File: config.mk
export PLATFORM = sky130hd
export DESIGN_NAME = rra_stack
export DESIGN_NICKNAME = d
export VERILOG_FILES = /design/src/rra_pkg.sv /design/src/rra_stack.sv
export SDC_FILE = /design/constraint.sdc
export NUM_CORES = 1
export LEC_CHECK = 0
export BUFFER_PORTS_ARGS = -buffer_cell sky130_fd_sc_hd__buf_4
export CORE_MARGIN = 4
export CORE_UTILIZATION = 40
export DETAILED_ROUTE_END_ITERATION = 16
export SLEW_MARGIN = 40
export SYNTH_ARGS = -nofsm -noshare
export SYNTH_HDL_FRONTEND = slang
export SYNTH_SLANG_ARGS = --single-unit
File: constraint.sdc
create_clock -name clk -period 3.1 [get_ports clk]
set_input_delay 0.93 -clock clk [delete_from_list [all_inputs] [get_ports clk]]
set_output_delay 0.93 -clock clk [all_outputs]
set_load 0.02 [all_outputs]
File: src/rra_pkg.sv
// ----------------------------------------------------------------------------
// Ring region allocator package
// Shared state codes, status codes, request kinds, merge phases and the stack control group.
// ----------------------------------------------------------------------------
package rra_pkg;

	// Sequencer states of the allocator.
	typedef enum logic [3:0] {
		ST_INIT,
		ST_IDLE,
		ST_MRD,
		ST_MHEAD,
		ST_MFOL,
		ST_DECIDE,
		ST_ACUT,
		ST_ANEW,
		ST_AWALK,
		ST_FBRD,
		ST_FBCHK,
		ST_FRCHK,
		ST_DONE
	} rra_state_t;

	// Result status codes.
	typedef enum logic [1:0] {
		STAT_OK         = 2'd0,
		STAT_NO_SPACE   = 2'd1,
		STAT_BAD_HANDLE = 2'd2,
		STAT_TABLE_FULL = 2'd3
	} rra_status_t;

	// Request kinds.
	typedef enum logic {
		REQ_ALLOC = 1'b0,
		REQ_FREE  = 1'b1
	} rra_req_t;

	// Which run a merge pass is working on.
	typedef enum logic {
		PH_HEAD   = 1'b0,
		PH_CURSOR = 1'b1
	} rra_phase_t;

	// Control group for a spare-index stack.
	typedef struct packed {
		logic clear;
		logic push;
		logic pop;
	} rra_stack_ctl_t;

endpackage

File: src/rra_stack.sv
// ----------------------------------------------------------------------------
// Spare index stack
// A LIFO of free table indexes held in a memory with a registered pop read.
// ----------------------------------------------------------------------------
module rra_stack #(
	parameter int DEPTH = 64,
	parameter int DW    = 6
) (
	input  logic                         clk,
	input  logic                         arst_n,
	input  rra_pkg::rra_stack_ctl_t      ctl,
	input  logic [DW-1:0]                push_data,
	output logic [DW-1:0]                pop_data,
	output logic [$clog2(DEPTH+1)-1:0]   count
);
	import rra_pkg::*;

	localparam int AW = $clog2(DEPTH);
	localparam int CW = $clog2(DEPTH + 1);

	logic [DW-1:0] mem [DEPTH];
	logic [CW-1:0] cnt_m1;

	assign cnt_m1 = count - CW'(1);

	// Storage: push writes at the top, pop reads the entry below it.
	always_ff @(posedge clk) begin
		if (ctl.push) begin
			mem[count[AW-1:0]] <= push_data;
		end
		if (ctl.pop) begin
			pop_data <= mem[cnt_m1[AW-1:0]];
		end
	end

	// Fill count.
	always_ff @(posedge clk or negedge arst_n) begin
		if (!arst_n) begin
			count <= '0;
		end else if (ctl.clear) begin
			count <= '0;
		end else if (ctl.push) begin
			count <= count + CW'(1);
		end else if (ctl.pop) begin
			count <= cnt_m1;
		end
	end

	// Checks on the use of the stack.
	a_no_push_pop: assert property (@(posedge clk) disable iff (!arst_n)
		!(ctl.push && ctl.pop))
		else $error("stack pushed and popped in one cycle");
	a_no_underflow: assert property (@(posedge clk) disable iff (!arst_n)
		ctl.pop |-> count != '0)
		else $error("stack popped while empty");
	a_no_overflow: assert property (@(posedge clk) disable iff (!arst_n)
		ctl.push |-> count != CW'(DEPTH))
		else $error("stack pushed while full");

endmodule

==> reports/results.tsv, run 1 <==
metric	value	unit
status	complete, no violations	
relative max-transition margin	50.7	%
fill cell count	3321	
I/O Pins	24	
final-report setup violation count	0	
Most Crowded Layer GR	met2	
Post-synth EDFFs	390	
kind of end point of the critical path	flip-flop	
Die Ht	208	microns
post-route clock period utilization	91.9	%
global-route met3 utilization	2.40	%
share of layout cells above drive strength 1	25.8	%
router iterations before antenna repair	5	
final worst hold slack	0.206	ns
worst-case clock buffer depth	3	
number of port buffers	23	
part of the Yosys area used for sequential elements	74.6	%
worst path required time	3.38	ns
Maximum Capacitance Violations	0	
initial cell density of the core	40.9	%
Crit Path Class	flip-flop to flip-flop	
post-route minimum period	2.85	ns
clock tree root buffer cell	clkbuf_16	
overall overflow remaining after global route	0	
synthesized netlist net count	900	
number of antenna repair diodes	0	
Synth Flop Type	edfxtp_1	
RSZ-0062 raised after global routing	no	
post-detailed-route count of antenna-violating nets	0	
post-synthesis to final-layout area growth	15.1	%
clock insertion delay at the later pin of the skew report	0.52	ns
detailed placement HPWL	21300	microns
worst slew pin tran	0.739	ns
Logic pwr share	16.0	%
Max Clock Freq	0.351	GHz
WL per Instance	23.1	microns
area used by sequential logic in the layout	0.0119	sq mm
sequential share of power	48.0	%
H-tree lvl count	2	
core area	0.0390	sq mm
Horiz. Die Dim	208	microns
clock network power share	36.0	%
CTS Buf Count	41	
count of routing violations after the opening detailed-route iteration	757	
Pleak	6.03	nW
placed inst area	0.0171	sq mm
Critical path origin	count[0]	
worst ir drop on vdd	0.386	mV
number of standard-cell rows in the floorplan	72	
average cell area after synthesis	18.0	sq um
Reg2Reg Depth	8	
number of antenna violations at the first check in global routing	0	
global-route total usage across every layer	16.1	%
Synth Warn #	0	
total clock sinks	397	
Reg2Reg Setup Slack	0.25	ns
remaining design rule violation count	0	
post-synthesis instance area	0.0159	sq mm
synth unique cells	39	
pins over their slew limit	0	
min-delay worst type	input pin to async pin	
switching power total	0.00323	W
final standard cell count with taps included and fillers excluded	1521	
number of placed instances with taps included	1447	
Async S/R FF share, synth	1.76	%
data arrival time of the critical path	3.13	ns
total power density per cell area	690	mW/mm^2
Final Hold Fails	0	
grt met2 use	26.2	%
die outline area	0.0431	sq mm
number of synthesized register bits	397	
Worst setup SP type	flip-flop	
post-route design area	0.0183	sq mm
final worst clock skew	0.0136	ns
number of vias per cell after detailed routing	5.38	
Setup Total Neg Slack	0	ns
TritonCTS clock tree	yes	
maximum net fanout on the critical path	50	
M1 GR Usage	23.7	%
area of the multi-input gates	0.00380	sq mm
FF-to-FF Start	count[0]	
number of global-route vias before repair	8431	
pin count of the biggest net entering global routing	65	
nets	985	
net switching share of the total power	25.5	%
capture point of the worst reg-to-reg path	pop_data[1]	
cell-internal power	0.00943	W
routability-driven placement congestion ratio	0.793	
Post-Syn Instances	887	
first-pass GRT wire length	53500	microns
Reg clk slew, reported paths	0.06	ns
total via count after detailed routing	8180	
Detailed Route WL	35100	microns
power by group through the flow:
stage               registers, W  logic, W  clock network (W)
global placement         0.00619   0.00204                  0
floorplan                0.00619   0.00125                  0
detailed placement       0.00620   0.00205                  0
global route             0.00609   0.00220            0.00487
finish                   0.00608   0.00203            0.00456
CTS                      0.00608   0.00206            0.00464
state kept, by name, indices dropped and copies added, names as in the netlist:
signal	flops
mem	384
count	7
pop_data	6
synth_stat cells (2+ instances only):
| master | count | area, sq um |
|---|---|---|
| buf_2 | 18 | 90.1 |
| nand3_1 | 8 | 40.0 |
| nand2b_1 | 3 | 18.8 |
| nand2_1 | 154 | 578 |
| nor2_1 | 103 | 387 |
| inv_1 | 5 | 18.8 |
| a2bb2oi_2 | 2 | 30.0 |
| or4_1 | 4 | 30.0 |
| nor2b_1 | 3 | 18.8 |
| xor2_1 | 2 | 17.5 |
| edfxtp_1 | 390 | 11700 |
| o21ai_0 | 3 | 15.0 |
| mux4_2 | 96 | 2160 |
| o22ai_1 | 14 | 87.6 |
| nor3_1 | 2 | 10.0 |
| dfrtp_1 | 7 | 175 |
| clkbuf_1 | 17 | 63.8 |
| mux2_2 | 6 | 67.6 |
| xnor2_1 | 7 | 61.3 |
| a31oi_1 | 2 | 12.5 |
| nor4_1 | 7 | 43.8 |
| or3_1 | 3 | 18.8 |
| ha_1 | 2 | 25.0 |
| buf_1 | 5 | 18.8 |
| buf_4 | 3 | 22.5 |
| buf_6 | 8 | 90.1 |
layer usage:
| metal | share of wire, % | up-vias |
|---|---|---|
| li1 | - | 3617 |
| met1 | 43 | 4282 |
| met2 | 49 | 232 |
| met3 | 5.9 | 49 |
| met4 | 1.5 | 0 |
| met5 | 0 | - |
cells by family (layout without fill, tap and decap cells):
kind of cell    after synthesis  after routing  synth area share [%]
compound gates               26             26                  1.23
simple gates                294            294                  7.60
fa+ha+maj                     2              2                 0.157
xor+xnor                      9              9                 0.494
flops                       397            397                  74.6
mux                         103            103                  14.0
buf+inv                      56            172                  1.91
worst max-delay path by stage:
| stage | end | slack [ns] | cells past startpoint |
|---|---|---|---|
| after floorplan | pop_data[1] | 0.16 | 14 |
| after global placement | pop_data[4] | 0.15 | 9 |
| after detailed placement | mem[15][0] | 0.18 | 5 |
| after CTS | mem[15][5] | 0.17 | 5 |
| after global routing | pop_data[1] | 0.07 | 8 |
| final | pop_data[1] | 0.25 | 8 |
critical path: stages, from the launching register on:
cell and delay (ns):
dfrtp_4 0.42, buf_12 0.32, buf_4 0.49, mux4_2 0.59
nand2_1 0.09, nand2_1 0.08, o22ai_1 0.20, nor2_1 0.09
mux2_2 0.27
what timing repair did:
item	4_1_cts	5_1_grt
hold buffers	0	0
endpoints found under the setup margin	0	6
setup buffers	0	0
gates resized for setup	0	1
final cells by class:
cell class              count  share of cell area (%)
clock buffers              51                    6.03
clock inverters            23                   0.696
inverters                   5                   0.102
multi-input cells         434                    20.7
flip-flops and latches    397                    64.8
well taps                 518                    3.53
repair buffers             93                    4.08
through the flow:
step / utilization (%) / setup WS, ns / power [W]
after floorplan: - / 0.159 / 0.00744
after global placement: 43.8 / 0.148 / 0.00824
after detailed placement: 43.9 / 0.181 / 0.00825
after CTS: 47.0 / 0.173 / 0.0128
after global routing: 47.0 / 0.0671 / 0.0132
final: 47.0 / 0.251 / 0.0127
cell usage in the layout (no fill, tap or decap), types with 4 or more instances in the layout:
cell type    n
nor4_1       7
xnor2_1      6
inv_1        5
nor2_1     102
edfxtp_1   390
dfrtp_1      6
clkinv_1    13
o22ai_1     14
mux2_2       6
nand2_1    154
mux4_2      96
clkinv_2     8
clkbuf_16   43
nand3_1      8
buf_12       4
buf_4       89
clkbuf_1     8
or4_1        4
Note: power is estimated with default switching activity, not from simulation.
==> run 2: changes to the inputs <==
==> constraint.sdc (replaced) <==
create_clock -name clk -period 3.1 [get_ports clk]
set_input_delay 0.62 -clock clk [delete_from_list [all_inputs] [get_ports clk]]
set_output_delay 0.62 -clock clk [all_outputs]
set_load 0.02 [all_outputs]
==> reports/results.tsv, run 2 (synthesis gave the netlist of run 1 again) <==
metric	value	unit
routability-driven placement congestion ratio	0.819	
startpoint of the lowest-slack hold path	ctl[2]	
Reg2Reg Depth	10	
router iterations before antenna repair	5	
kind of end point of the critical path	flip-flop	
slowest cell delay on critical path	0.41	ns
post-synthesis to final-layout area growth	14.7	%
H-tree lvl count	2	
Worst Hold Depth	2	
number of buffers inserted for hold repair after clock tree synthesis	1	
post-detailed-route count of antenna-violating nets	0	
Final Hold Fails	0	
worst slew pin tran	0.734	ns
count of routing violations after the opening detailed-route iteration	707	
pin count of the biggest net entering global routing	67	
relative max-transition margin	51.1	%
post-route design area	0.0183	sq mm
number of placed instances with taps included	1427	
Resized cells post-CTS	0	
post-route clock period utilization	89.2	%
Reg2Reg Setup Slack	0.34	ns
placed inst area	0.0169	sq mm
die outline area	0.0431	sq mm
Largest register FFs	384	
maximum net fanout on the critical path	15	
Pleak	5.98	nW
most frequent standard cell in the layout excluding fill and tap cells	edfxtp_1	
core area	0.0390	sq mm
endpoint of the worst hold path	count[4]	
nets	966	
number of vias per cell after detailed routing	5.36	
Reg clk slew, reported paths	0.06	ns
total via count after detailed routing	8051	
pins over their slew limit	0	
commonest cells after routing, fill and taps aside	390 x edfxtp_1, 154 x nand2_1, 103 x nor2_1, 96 x mux4_2, 69 x buf_4	
final standard cell count with taps included and fillers excluded	1503	
Critical path buffers and inverters	3	
Maximum Capacitance Violations	0	
capture point of the worst reg-to-reg path	pop_data[1]	
Die Ht	208	microns
Detailed Route WL	34500	microns
Worst setup SP type	flip-flop	
TritonCTS clock tree	yes	
worst-case clock buffer depth	3	
first-pass GRT wire length	52200	microns
CP max stage cell	ha_4	
category of cells accounting for the largest share of critical-path delay	multiplexers	
worst path required time	3.37	ns
min-delay worst type	input pin to flip-flop	
detailed placement HPWL	21300	microns
number of global-route vias before repair	8226	
Max Clock Freq	0.362	GHz
final-report setup violation count	0	
RSZ-0062 raised after global routing	no	
number of antenna violations at the first check in global routing	0	
Horiz. Die Dim	208	microns
number of port buffers	23	
overall overflow remaining after global route	0	
number of standard-cell rows in the floorplan	72	
post-layout utilization of the core	46.9	%
post-route minimum period	2.76	ns
WL per Instance	23.0	microns
cells traversed along the worst timing path	inv_1 -> ha_4 -> buf_4 -> buf_4 -> mux4_2 -> nand2_1 -> nand2_1 -> o22ai_1 -> nor2_1 -> mux2_2	
FF-to-FF Start	count[0]	
final worst hold slack	0.317	ns
Setup Total Neg Slack	0	ns
final worst clock skew	0.00914	ns
total clock sinks	397	
total power density per cell area	702	mW/mm^2
clock insertion delay at the later pin of the skew report	0.52	ns
Crit Path Class	flip-flop to flip-flop	
number of antenna repair diodes	0	
initial cell density of the core	40.9	%
global-route total usage across every layer	15.8	%
remaining design rule violation count	0	
data arrival time of the critical path	3.03	ns
worst ir drop on vdd	0.348	mV
clock tree root buffer cell	clkbuf_16	
status	complete, no violations	
share of layout cells above drive strength 1	25.1	%
number of setup buffers added after CTS	0	
I/O Pins	24	
CTS Buf Count	41	
run 2: changes by cell type in the layout (fill, tap and decap cells not counted), sizes merged:
cell / change
buf: -20
dlygate4sd3: +1
clkinvlp: +1
inv: +1
bufinv: +2
clkinv: -3
run 2: final cells by class:
type                       count  area [sq um]
clock buffer                  51          1130
sequential                   397         11900
timing repair buffer          74           608
inverter                       5          18.8
tap                          518           648
fill                        3244         20700
multi-input combinational    434          3800
clock inverter                24           196
run 2: how the worst max path moves through the flow:
stage	startpoint	to	slack (ns)	cells past startpoint
floorplan	count[0]	pop_data[1]	0.16	14
global placement	count[0]	pop_data[0]	0.34	10
detailed placement	count[0]	pop_data[2]	0.35	8
CTS	count[0]	pop_data[3]	0.31	9
global route	count[0]	pop_data[2]	0.19	8
finish	count[0]	pop_data[1]	0.34	10
run 2: stage by stage:
| stage | power (W) | worst slack (ns) |
|---|---|---|
| 2_1_floorplan | 0.00744 | 0.159 |
| 3_3_place_gp | 0.00818 | 0.339 |
| 3_5_place_dp | 0.00818 | 0.349 |
| 4_1_cts | 0.0129 | 0.306 |
| 5_1_grt | 0.0133 | 0.186 |
| 6_report | 0.0128 | 0.336 |
run 2: where the power goes:
group	internal [W]	switching, W
registers	0.00600	0.0000564
clock network	0.00283	0.00194
logic	0.000815	0.00119
run 2: metal layers:
metal  part of all wire [%]  routed length (microns)  track usage (%)  vias up
li1                       -                        -                -     3580
met1                     43                    14800             22.4     4186
met2                     50                    17100             26.1      242
met3                    5.8                     2010             2.86       43
met4                    1.5                      533             3.22        0
met5                      0                        0                0        -
run 2: worst register-to-register path: stages, from the launching register on:
cell	delay, ns
dfrtp_4	0.40
inv_1	0.07
ha_4	0.41
buf_4	0.31
buf_4	0.21
mux4_2	0.31
nand2_1	0.08
nand2_1	0.09
o22ai_1	0.22
nor2_1	0.13
mux2_2	0.28
==> run 3: changes to the inputs <==
Clock period 3.1 ns to 2.43 ns, I/O delays scaled along.
==> reports/results.tsv, run 3 (synthesis gave the netlist of run 1 again) <==
metric	value	unit
status	finished with violations	
Maximum Capacitance Violations	0	
worst-case clock buffer depth	3	
total power density per cell area	883	mW/mm^2
die outline area	0.0431	sq mm
kind of end point of the critical path	flip-flop	
clock tree root buffer cell	clkbuf_16	
overall overflow remaining after global route	0	
worst path required time	2.71	ns
final worst hold slack	0.179	ns
post-synthesis to final-layout area growth	20.8	%
final-report setup violation count	1	
global-route total usage across every layer	16.7	%
number of antenna repair diodes	0	
fill cell count	3176	
router iterations before antenna repair	5	
final worst clock skew	0.0100	ns
remaining design rule violation count	0	
worst ir drop on vdd	0.461	mV
data arrival time of the critical path	2.72	ns
area of the multi-input gates	0.00399	sq mm
Die Ht	208	microns
pin count of the biggest net entering global routing	65	
Final Hold Fails	0	
CTS Buf Count	41	
pre-CTS WS	-0.144	ns
failing checks	setup timing	
WL per Instance	23.0	microns
post-detailed-route count of antenna-violating nets	0	
share of layout cells above drive strength 1	34.3	%
Horiz. Die Dim	208	microns
relative max-transition margin	52.0	%
TritonCTS clock tree	yes	
Met2 Wirelength	17900	microns
nets	1039	
Top Metal Used	met5	
post-layout utilization of the core	49.4	%
initial cell density of the core	40.9	%
Reg clk slew, reported paths	0.06	ns
number of antenna violations at the first check in global routing	1	
count of routing violations after the opening detailed-route iteration	654	
total clock sinks	397	
core area	0.0390	sq mm
clock insertion delay at the later pin of the skew report	0.53	ns
maximum net fanout on the critical path	16	
total via count after detailed routing	8364	
min-delay worst type	input pin to flip-flop	
first-pass GRT wire length	54900	microns
Crit Path Class	flip-flop to flip-flop	
metal1 wirelength	15400	microns
Setup Total Neg Slack	-0.00960	ns
post-route minimum period	2.44	ns
I/O Pins	24	
Max Clock Freq	0.410	GHz
number of standard-cell rows in the floorplan	72	
Detailed Route WL	36200	microns
routability-driven placement congestion ratio	0.863	
number of global-route vias before repair	8835	
pins over their slew limit	0	
number of port buffers	23	
Worst setup SP type	flip-flop	
RSZ-0062 raised after global routing	yes	
detailed placement HPWL	21900	microns
Met3 Routed Length	2070	microns
most frequent standard cell in the layout excluding fill and tap cells	edfxtp_1	
H-tree lvl count	2	
post-layout worst setup margin	-0.00960	ns
post-route clock period utilization	100	%
commonest cells after routing, fill and taps aside	390 x edfxtp_1, 131 x nand2_1, 118 x buf_4, 96 x mux4_2, 91 x nor2_1	
Pleak	6.47	nW
area used by sequential logic in the layout	0.0119	sq mm
Largest register FFs	384	
worst slew pin tran	0.721	ns
number of vias per cell after detailed routing	5.32	
run 3: changes by cell type in the layout (fill, tap and decap cells not counted), sizes merged:
cell      change
clkinvlp      -1
bufbuf        +1
buf          +70
clkinv        -7
inv           -1
clkbuf        +7
run 3: area by class of cell:
type / instances / share of cell area (%)
inverters: 5 / 0.110
clock inverters: 15 / 0.773
repair buffers: 147 / 7.46
clock buffers: 56 / 5.84
multi-input cells: 434 / 20.7
well taps: 518 / 3.37
flip-flops and latches: 397 / 61.7
run 3: path summary, 6_finish.rpt:
kind / startpoint / to / slack, ns / cells after the start
setup / recovery: count[0] / pop_data[4] / -0.01 / 10
hold / removal: ctl[2] / count[4] / 0.18 / 2
setup reg to reg: count[0] / pop_data[4] / -0.01 / 10
hold reg to reg: count[6] / count[6] / 0.68 / 2
max in group asynchronous: arst_n / count[0] / 1.94 / 2
min in group asynchronous: arst_n / count[6] / 0.32 / 2
run 3: timing repair:
| item | in CTS | in global routing |
|---|---|---|
| resized for setup | 33 | 35 |
| buffers inserted | 9 | 6 |
| pin swaps | 10 | 23 |
| gates cloned | 6 | 2 |
| hold buffers | 1 | 0 |
| setup endpoints to repair | 6 | 6 |
| endpoints found under the hold margin | 7 | 0 |
run 3: metrics by stage:
step / instance area [sq um] / cells / total power, W
2_1_floorplan: 16000 / 887 / 0.00957
3_3_place_gp: 17400 / 1481 / 0.0106
3_5_place_dp: 17400 / 1481 / 0.0106
4_1_cts: 19100 / 1568 / 0.0170
5_1_grt: 19300 / 1572 / 0.0177
6_report: 19300 / 1572 / 0.0170
run 3: critical path, cell delays in order, from the launching register on:
cell	delay, ns
dfrtp_4	0.46
inv_4	0.05
ha_4	0.32
buf_8	0.15
buf_12	0.17
mux4_2	0.31
nand2_1	0.10
nand2_1	0.10
o22ai_2	0.15
nor2_1	0.10
mux2_2	0.27
run 3: where the power goes:
part / total, W / internal [W] / leakage [nW] / switching (W)
logic: 0.00326 / 0.00145 / 2.24 / 0.00182
clock network: 0.00602 / 0.00355 / 0.626 / 0.00247
registers: 0.00772 / 0.00766 / 3.60 / 0.0000614
total: 0.0170 / 0.0127 / 6.47 / 0.00435
run 3: routing by layer:
layer,vias to the layer above,GRT usage [%]
met1,4338,22.8
met5,-,0
met2,249,28.0
met4,2,4.55
li1,3713,-
met3,62,2.96
